`src/sv/plsu_pkg.sv`:
```
// ----------------------------------------------------------------------------
// plsu_pkg
// Command, status and cell control types for the positional list store.
// ----------------------------------------------------------------------------
package plsu_pkg;

    localparam int CMD_W      = 3;
    localparam int VAL_W      = 32;
    localparam int POS_W      = 5;
    localparam int CNT_PORT_W = 5;
    localparam int ST_W       = 2;

    typedef enum logic [CMD_W-1:0] {
        CMD_PUSH_FRONT = 3'd0,
        CMD_PUSH_BACK  = 3'd1,
        CMD_INSERT     = 3'd2,
        CMD_POP_FRONT  = 3'd3,
        CMD_POP_BACK   = 3'd4,
        CMD_REMOVE     = 3'd5,
        CMD_READ       = 3'd6,
        CMD_CLEAR      = 3'd7
    } cmd_t;

    typedef enum logic [ST_W-1:0] {
        ST_DONE  = 2'd0,
        ST_FULL  = 2'd1,
        ST_RANGE = 2'd2
    } status_t;

    // What every cell does in a cycle
    typedef enum logic [1:0] {
        OP_HOLD   = 2'd0,
        OP_INSERT = 2'd1,
        OP_REMOVE = 2'd2
    } cell_op_t;

    typedef struct packed {
        cell_op_t op;
        logic     extract;
    } cell_ctrl_t;

endpackage

```
`src/sv/plsu_cell.sv`:
```
// ----------------------------------------------------------------------------
// plsu_cell
// One list entry: hold, take the left neighbour or the new value on insert, take the
// right neighbour on remove, and register its value when picked for extraction.
// ----------------------------------------------------------------------------
module plsu_cell #(
    parameter int CAPACITY   = 16,
    parameter int DATA_WIDTH = 32,
    parameter int INDEX      = 0
) (
    input  logic                         clk,
    input  plsu_pkg::cell_ctrl_t         ctrl,
    input  logic [$clog2(CAPACITY)-1:0]  tgt,
    input  logic [DATA_WIDTH-1:0]        value_in,
    input  logic [DATA_WIDTH-1:0]        left_data,
    input  logic [DATA_WIDTH-1:0]        right_data,
    output logic [DATA_WIDTH-1:0]        data,
    output logic [DATA_WIDTH-1:0]        pick
);
    import plsu_pkg::*;

    localparam int IDX_W = $clog2(CAPACITY);
    localparam logic [IDX_W-1:0] MY_IDX = IDX_W'(INDEX);

    logic [DATA_WIDTH-1:0] data_reg;
    logic [DATA_WIDTH-1:0] data_next;
    logic [DATA_WIDTH-1:0] pick_reg;
    logic [DATA_WIDTH-1:0] pick_next;

    always_comb
    begin
        data_next = data_reg;
        unique case (ctrl.op)
            OP_INSERT:
            begin
                if (MY_IDX > tgt)
                begin
                    data_next = left_data;
                end
                else if (MY_IDX == tgt)
                begin
                    data_next = value_in;
                end
            end
            OP_REMOVE:
            begin
                if (MY_IDX >= tgt)
                begin
                    data_next = right_data;
                end
            end
            default:
            begin
                data_next = data_reg;
            end
        endcase
        // zero unless this entry is the one read or taken out
        pick_next = (ctrl.extract && (MY_IDX == tgt)) ? data_reg : '0;
    end

    always_ff @(posedge clk)
    begin
        data_reg <= data_next;
        pick_reg <= pick_next;
    end

    assign data = data_reg;
    assign pick = pick_reg;

endmodule

```
`src/sv/positional_list_store_unit.sv`:
```
// ----------------------------------------------------------------------------
// positional_list_store_unit
// Bounded ordered list held in a chain of entry cells.
// The result strobe (done) rises in the cycle after the request is taken.
// Throughput: one request per cycle; every cell shifts or holds in the same
// cycle and the count register settles in that cycle too.
// Reset: the count clears at once; entry contents stay undefined until written.
// Results are shown for exactly one cycle and the receiver cannot stall them.
// ----------------------------------------------------------------------------
module positional_list_store_unit #(
    parameter int CAPACITY   = 16,
    parameter int DATA_WIDTH = 32
) (
    input  logic                                    clk,
    input  logic                                    rst_n,
    input  logic                                    start,
    output logic                                    busy,
    input  logic [plsu_pkg::CMD_W-1:0]              cmd,
    input  logic signed [plsu_pkg::VAL_W-1:0]       value,
    input  logic [plsu_pkg::POS_W-1:0]              position,
    output logic                                    done,
    output logic signed [plsu_pkg::VAL_W-1:0]       read_value,
    output logic [plsu_pkg::CNT_PORT_W-1:0]         count,
    output logic [plsu_pkg::ST_W-1:0]               status
);
    import plsu_pkg::*;

    localparam int IDX_W = $clog2(CAPACITY);
    localparam int CNT_W = $clog2(CAPACITY + 1);
    // common width for comparing the position port with the count
    localparam int CMP_W = (CNT_W > POS_W) ? CNT_W : POS_W;
    localparam logic [CNT_W-1:0] FULL_CNT = CNT_W'(CAPACITY);

    logic                  accept;
    logic [CNT_W-1:0]      count_reg;
    logic [CNT_W-1:0]      count_next;
    logic                  done_reg;
    status_t               status_reg;
    status_t               status_next;

    cell_ctrl_t            ctrl;
    logic [IDX_W-1:0]      tgt;
    logic [DATA_WIDTH-1:0] store_value;
    logic [CMP_W-1:0]      pos_ext;
    logic [CMP_W-1:0]      cnt_ext;
    logic                  is_full;
    logic                  is_empty;

    logic [DATA_WIDTH-1:0] cell_data [CAPACITY];
    logic [DATA_WIDTH-1:0] cell_pick [CAPACITY];
    logic [DATA_WIDTH-1:0] picked;

    // The list keeps pace with the request stream, so a request is never held off.
    assign busy   = 1'b0;
    assign accept = start && !busy;

    // Keep only the low DATA_WIDTH bits of the request value, zero above 32 bits.
    assign store_value = DATA_WIDTH'($unsigned(value));

    assign pos_ext  = CMP_W'(position);
    assign cnt_ext  = CMP_W'(count_reg);
    assign is_full  = (count_reg == FULL_CNT);
    assign is_empty = (count_reg == '0);

    // Decode the request into one broadcast for the chain.  A rejected
    // request leaves every cell holding and the count unchanged.
    always_comb
    begin
        ctrl.op      = OP_HOLD;
        ctrl.extract = 1'b0;
        tgt          = IDX_W'(position);
        status_next  = ST_DONE;
        count_next   = count_reg;
        if (accept)
        begin
            unique case (cmd_t'(cmd))
                CMD_PUSH_FRONT:
                begin
                    if (is_full)
                    begin
                        status_next = ST_FULL;
                    end
                    else
                    begin
                        ctrl.op    = OP_INSERT;
                        tgt        = '0;
                        count_next = count_reg + 1'b1;
                    end
                end
                CMD_PUSH_BACK:
                begin
                    if (is_full)
                    begin
                        status_next = ST_FULL;
                    end
                    else
                    begin
                        ctrl.op    = OP_INSERT;
                        tgt        = count_reg[IDX_W-1:0];
                        count_next = count_reg + 1'b1;
                    end
                end
                CMD_INSERT:
                begin
                    // full takes precedence over a bad position
                    if (is_full)
                    begin
                        status_next = ST_FULL;
                    end
                    else if (pos_ext > cnt_ext)
                    begin
                        status_next = ST_RANGE;
                    end
                    else
                    begin
                        ctrl.op    = OP_INSERT;
                        count_next = count_reg + 1'b1;
                    end
                end
                CMD_POP_FRONT:
                begin
                    if (is_empty)
                    begin
                        status_next = ST_RANGE;
                    end
                    else
                    begin
                        ctrl.op      = OP_REMOVE;
                        ctrl.extract = 1'b1;
                        tgt          = '0;
                        count_next   = count_reg - 1'b1;
                    end
                end
                CMD_POP_BACK:
                begin
                    if (is_empty)
                    begin
                        status_next = ST_RANGE;
                    end
                    else
                    begin
                        ctrl.op      = OP_REMOVE;
                        ctrl.extract = 1'b1;
                        tgt          = IDX_W'(count_reg - 1'b1);
                        count_next   = count_reg - 1'b1;
                    end
                end
                CMD_REMOVE:
                begin
                    if (pos_ext >= cnt_ext)
                    begin
                        status_next = ST_RANGE;
                    end
                    else
                    begin
                        ctrl.op      = OP_REMOVE;
                        ctrl.extract = 1'b1;
                        count_next   = count_reg - 1'b1;
                    end
                end
                CMD_READ:
                begin
                    if (pos_ext >= cnt_ext)
                    begin
                        status_next = ST_RANGE;
                    end
                    else
                    begin
                        ctrl.extract = 1'b1;
                    end
                end
                CMD_CLEAR:
                begin
                    // drop every entry: only the count needs to move
                    count_next = '0;
                end
            endcase
        end
    end

    // Chain of entry cells: each sees its left and right neighbour.
    // Cell 0 never takes from the left; the last cell refills with itself.
    for (genvar i = 0; i < CAPACITY; i++)
    begin : g_cell
        logic [DATA_WIDTH-1:0] left_d;
        logic [DATA_WIDTH-1:0] right_d;

        if (i == 0)
        begin : g_first
            assign left_d = '0;
        end
        else
        begin : g_mid_l
            assign left_d = cell_data[i-1];
        end

        if (i == CAPACITY - 1)
        begin : g_last
            assign right_d = cell_data[i];
        end
        else
        begin : g_mid_r
            assign right_d = cell_data[i+1];
        end

        plsu_cell #(
            .CAPACITY   (CAPACITY),
            .DATA_WIDTH (DATA_WIDTH),
            .INDEX      (i)
        ) u_cell (
            .clk        (clk),
            .ctrl       (ctrl),
            .tgt        (tgt),
            .value_in   (store_value),
            .left_data  (left_d),
            .right_data (right_d),
            .data       (cell_data[i]),
            .pick       (cell_pick[i])
        );
    end

    // At most one cell holds a non-zero pick, so an OR gathers it.
    always_comb
    begin
        picked = '0;
        for (int i = 0; i < CAPACITY; i++)
        begin
            picked = picked | cell_pick[i];
        end
    end

    // Sign-extend the picked entry to the 32-bit result, or keep its low bits.
    if (DATA_WIDTH >= VAL_W)
    begin : g_rv_wide
        assign read_value = signed'(picked[VAL_W-1:0]);
    end
    else
    begin : g_rv_narrow
        assign read_value = signed'({{(VAL_W - DATA_WIDTH){picked[DATA_WIDTH-1]}}, picked});
    end

    always_ff @(posedge clk or negedge rst_n)
    begin
        if (!rst_n)
        begin
            count_reg  <= '0;
            done_reg   <= 1'b0;
            status_reg <= ST_DONE;
        end
        else
        begin
            count_reg  <= count_next;
            done_reg   <= accept;
            status_reg <= status_next;
        end
    end

    assign done   = done_reg;
    assign count  = CNT_PORT_W'(count_reg);
    assign status = status_reg;

endmodule

```
`config.mk`:
```
export PLATFORM = sky130hd
export DESIGN_NAME = positional_list_store_unit
export DESIGN_NICKNAME = d
export VERILOG_FILES = /design/src/sv/plsu_pkg.sv /design/src/sv/plsu_cell.sv /design/src/sv/positional_list_store_unit.sv
export SDC_FILE = /design/constraint.sdc
export NUM_CORES = 2
export LEC_CHECK = 0
export CAP_MARGIN = 20
export CORE_AREA = 2 2 338 340
export DETAILED_ROUTE_END_ITERATION = 7
export DIE_AREA = 0 0 340 342
export DONT_BUFFER_PORTS = 1
export SLEW_MARGIN = 20
export SYNTH_ARGS = -nofsm -noshare
export SYNTH_HDL_FRONTEND = slang
export SYNTH_HIERARCHICAL = 1
export SYNTH_SLANG_ARGS = --single-unit
```
`constraint.sdc`:
```
create_clock -name clk -period 9.9 [get_ports clk]
set_input_delay 1.98 -clock clk [delete_from_list [all_inputs] [get_ports clk]]
set_output_delay 1.98 -clock clk [all_outputs]
set_load 0.05 [all_outputs]
```
==> flow_metrics.env <==
export IMPL_critPathKind="reg2reg"
export IMPL_relSlewSlack=0.202
export IMPL_grt_ovfl_total=0
export IMPL_clk_transition_reported_paths_ps=60
export IMPL_crit_path_top_delay_cell="dfrtp_1"
export IMPL_ant_nets=0
export IMPL_post_layout_instance_count_excluding_filler_cells=5545
export IMPL_vias_per_cell=5.82
export IMPL_grt_max_degree=132
export IMPL_period_needed_ps=5750
export IMPL_synthesized_area_fraction_occupied_by_and_or_nand_nor_cells=0.212
export IMPL_synthXorXnorAreaFrac=0.00235
export IMPL_ir_worst_vdd_mv=0.206
export IMPL_maxCapViolations=0
export IMPL_rsz0062_at_grt="false"
export IMPL_layout_cells_most_common_list="512 x edfxtp_1, 512 x dfxtp_1, 359 x nand2_1"
export IMPL_critPathMaxFanout=46
export IMPL_critical_path_buf_inv_count=3
export IMPL_drcViolationCount=0
export IMPL_report_final_setup_viol=0
export IMPL_final_report_hold_violation_count=0
export IMPL_core_area_um2=113000
export IMPL_routed_via_count=32276
export IMPL_synth_area_per_cell_um2=11.0
export IMPL_layout_worst_path_cycle_share=0.581
export IMPL_crit_family="simple AND/OR/NAND/NOR gates"
export IMPL_tightest_slew_ps=1200
export IMPL_cp_arrival_ps=6300
export IMPL_status="finished, final reports clean"
export IMPL_hold_path_startpoint="g_cell[6].u_cell/data[17]"
export IMPL_hold_crit_path_type="reg2reg"
export IMPL_beginning_of_the_worst_register_to_register_path="count[3]"
export IMPL_detailedRoute_firstIterationViolations=3835
export IMPL_syn_inst=4043
export IMPL_clk_path_buf_depth=3
export IMPL_route_detailed_wl_per_inst_um=27.2
export IMPL_dp_final_hpwl_um=88100
export IMPL_worst_clock_skew_ps=21.6
export IMPL_fmaxAchievable_mhz=174
export IMPL_post_synth_edffs=512
export IMPL_cts_buffers=110
export IMPL_final_core_util=0.438
export IMPL_share_of_synthesized_area_spent_on_multiplexers=0.0544
export IMPL_endpoint_kind="register"
export IMPL_p_per_area_nw_per_um2=230
export IMPL_synth_top_family_by_area="simple AND/OR/NAND/NOR gates"
export IMPL_synth_lib_cells_used_distinct=93
export IMPL_asyncSetResetFlopFracSynth=0.00775
export IMPL_drive_above_1_share=0.138
export IMPL_postCtsSetupBuffers=0
export IMPL_fp_dieH_um=342
export IMPL_antenna_found_initial=4
export IMPL_port_buffers=0
export IMPL_final_nets=3986
export IMPL_clock_latency_ps=700
export IMPL_most_used_flip_flop_cell_after_synthesis="edfxtp_1"
export IMPL_gp_congestion=0.846
export IMPL_cellLeakagePower_nw=18.5
export IMPL_synth_net_count=4095
export IMPL_finalSetupTns_ps=0
export IMPL_clock_sinks=1032
export IMPL_total_power_mw=11.4
export IMPL_drt_first_pass_iters=6
export IMPL_synth_seq_area_share=0.578
export IMPL_area_growth_synth_to_final_pct=10.8
export IMPL_initial_core_util=0.395
export IMPL_max_stage_delay_ps=870
export IMPL_yosys_warnings=6
export IMPL_synth_compound_gate_area_share=0.0959
export IMPL_postCtsResizedCells=0
export IMPL_top_level_ports=84
export IMPL_grt_usage=0.255
export IMPL_clock_h_tree_levels=3
export IMPL_std_cell_rows=124
export IMPL_minimum_hold_slack_ps=495
export IMPL_holdBufCountCts=0
export IMPL_netlist_area_um2=44700
export IMPL_drv_slew=0
export IMPL_crit_path_cell_trace="clkinv_1, ha_1, a21o_1, a21oi_2, a21oi_1, o21ai_0, and3_4, nor2b_4, buf_4, nor3_4, buf_4, a221o_1"
export IMPL_cts_tree="built"
export IMPL_first_global_vias=31114
export IMPL_yosys_area_share_adder=0.00252
export IMPL_die_w_um=340
export IMPL_path_common_cell="buf_4"
export IMPL_detail_route_wirelength_um=151000
export IMPL_grt_first_pass_wirelength_um=218000
export IMPL_dieArea_um2=116000
export IMPL_root_buffer="clkbuf_16"
export IMPL_crit_start="count[3]"
export IMPL_ys_seq_elements=1032
export IMPL_critical_path_required_ps=10450
export IMPL_post_place_cells=5333
export IMPL_layout_filler_cells=10452
export IMPL_critPathLaunchType="register"
==> routing by layer <==
metal  share of wire  global-route usage  routed length [µm]  vias up
li1                -                   -                   -    14343
met1            0.42               0.350               63900    15989
met2            0.45               0.399               67900     1661
met3           0.089              0.0494               13400      283
met4           0.038              0.0983                5770        0
met5               0                   0                   0        -
==> path summary, 6_finish.rpt <==
check                      cells past startpoint  slack, ps                         to
min in group asynchronous                      0        980                   count[4]
min reg2reg                                    1        490  g_cell[6].u_cell/pick[17]
max reg2reg                                   12       4150  g_cell[5].u_cell/data[31]
max                                           12       4150  g_cell[5].u_cell/data[31]
min                                            1        490  g_cell[6].u_cell/pick[17]
max in group asynchronous                      0       8850                   count[3]
==> cells in the mapped netlist (72+ instances only) <==
cell type  instances  area [µm²]
dfxtp_1          512       10200
edfxtp_1         512       15400
nand2_1          359        1350
and2_1           353        2210
nor2_1           297        1110
a31oi_1          291        1820
inv_1            142         533
mux2i_1          130        1300
nor4_1           130         813
a21oi_1          111         556
nor3_2           102        1020
clkbuf_1          96         360
nor3b_1           96         721
mux2_2            94        1060
o21ai_0           80         400
buf_2             77         385
nand3_1           72         360
==> layout make-up <==
class	instances	area, µm²	area share
clock buffer	170	3410	0.0689
sequential	1032	25800	0.522
inverter	143	537	0.0108
tap	1512	1890	0.0382
clock inverter	40	298	0.00602
multi-input combinational	2564	16800	0.340
antenna	1	2.50	0.0000506
timing repair buffer	83	719	0.0145
==> logic make-up after synthesis <==
family                   count (synthesis)
multiplexers                           229
AO/OA/AOI/OAI                          651
AND/OR/NAND/NOR                       1662
other                                    1
flip-flops                            1032
adder cells (fa/ha/maj)                  9
buffers and inverters                  447
XOR/XNOR                                12
==> power breakdown <==
part / switching, mW / internal (mW)
Sequential: 0.289 / 4.96
Combinational: 1.37 / 0.588
Clock: 1.74 / 2.44
Total: 3.40 / 7.99
==> metrics by stage <==
stage,worst slack [ps],instance area [µm²]
4_1_cts,4320,49500
6_report,4150,49500
2_1_floorplan,239,44700
3_3_place_gp,3830,45700
5_1_grt,4000,49500
3_5_place_dp,3790,45800
No activity file was read; power rests on OpenSTA's default activity.
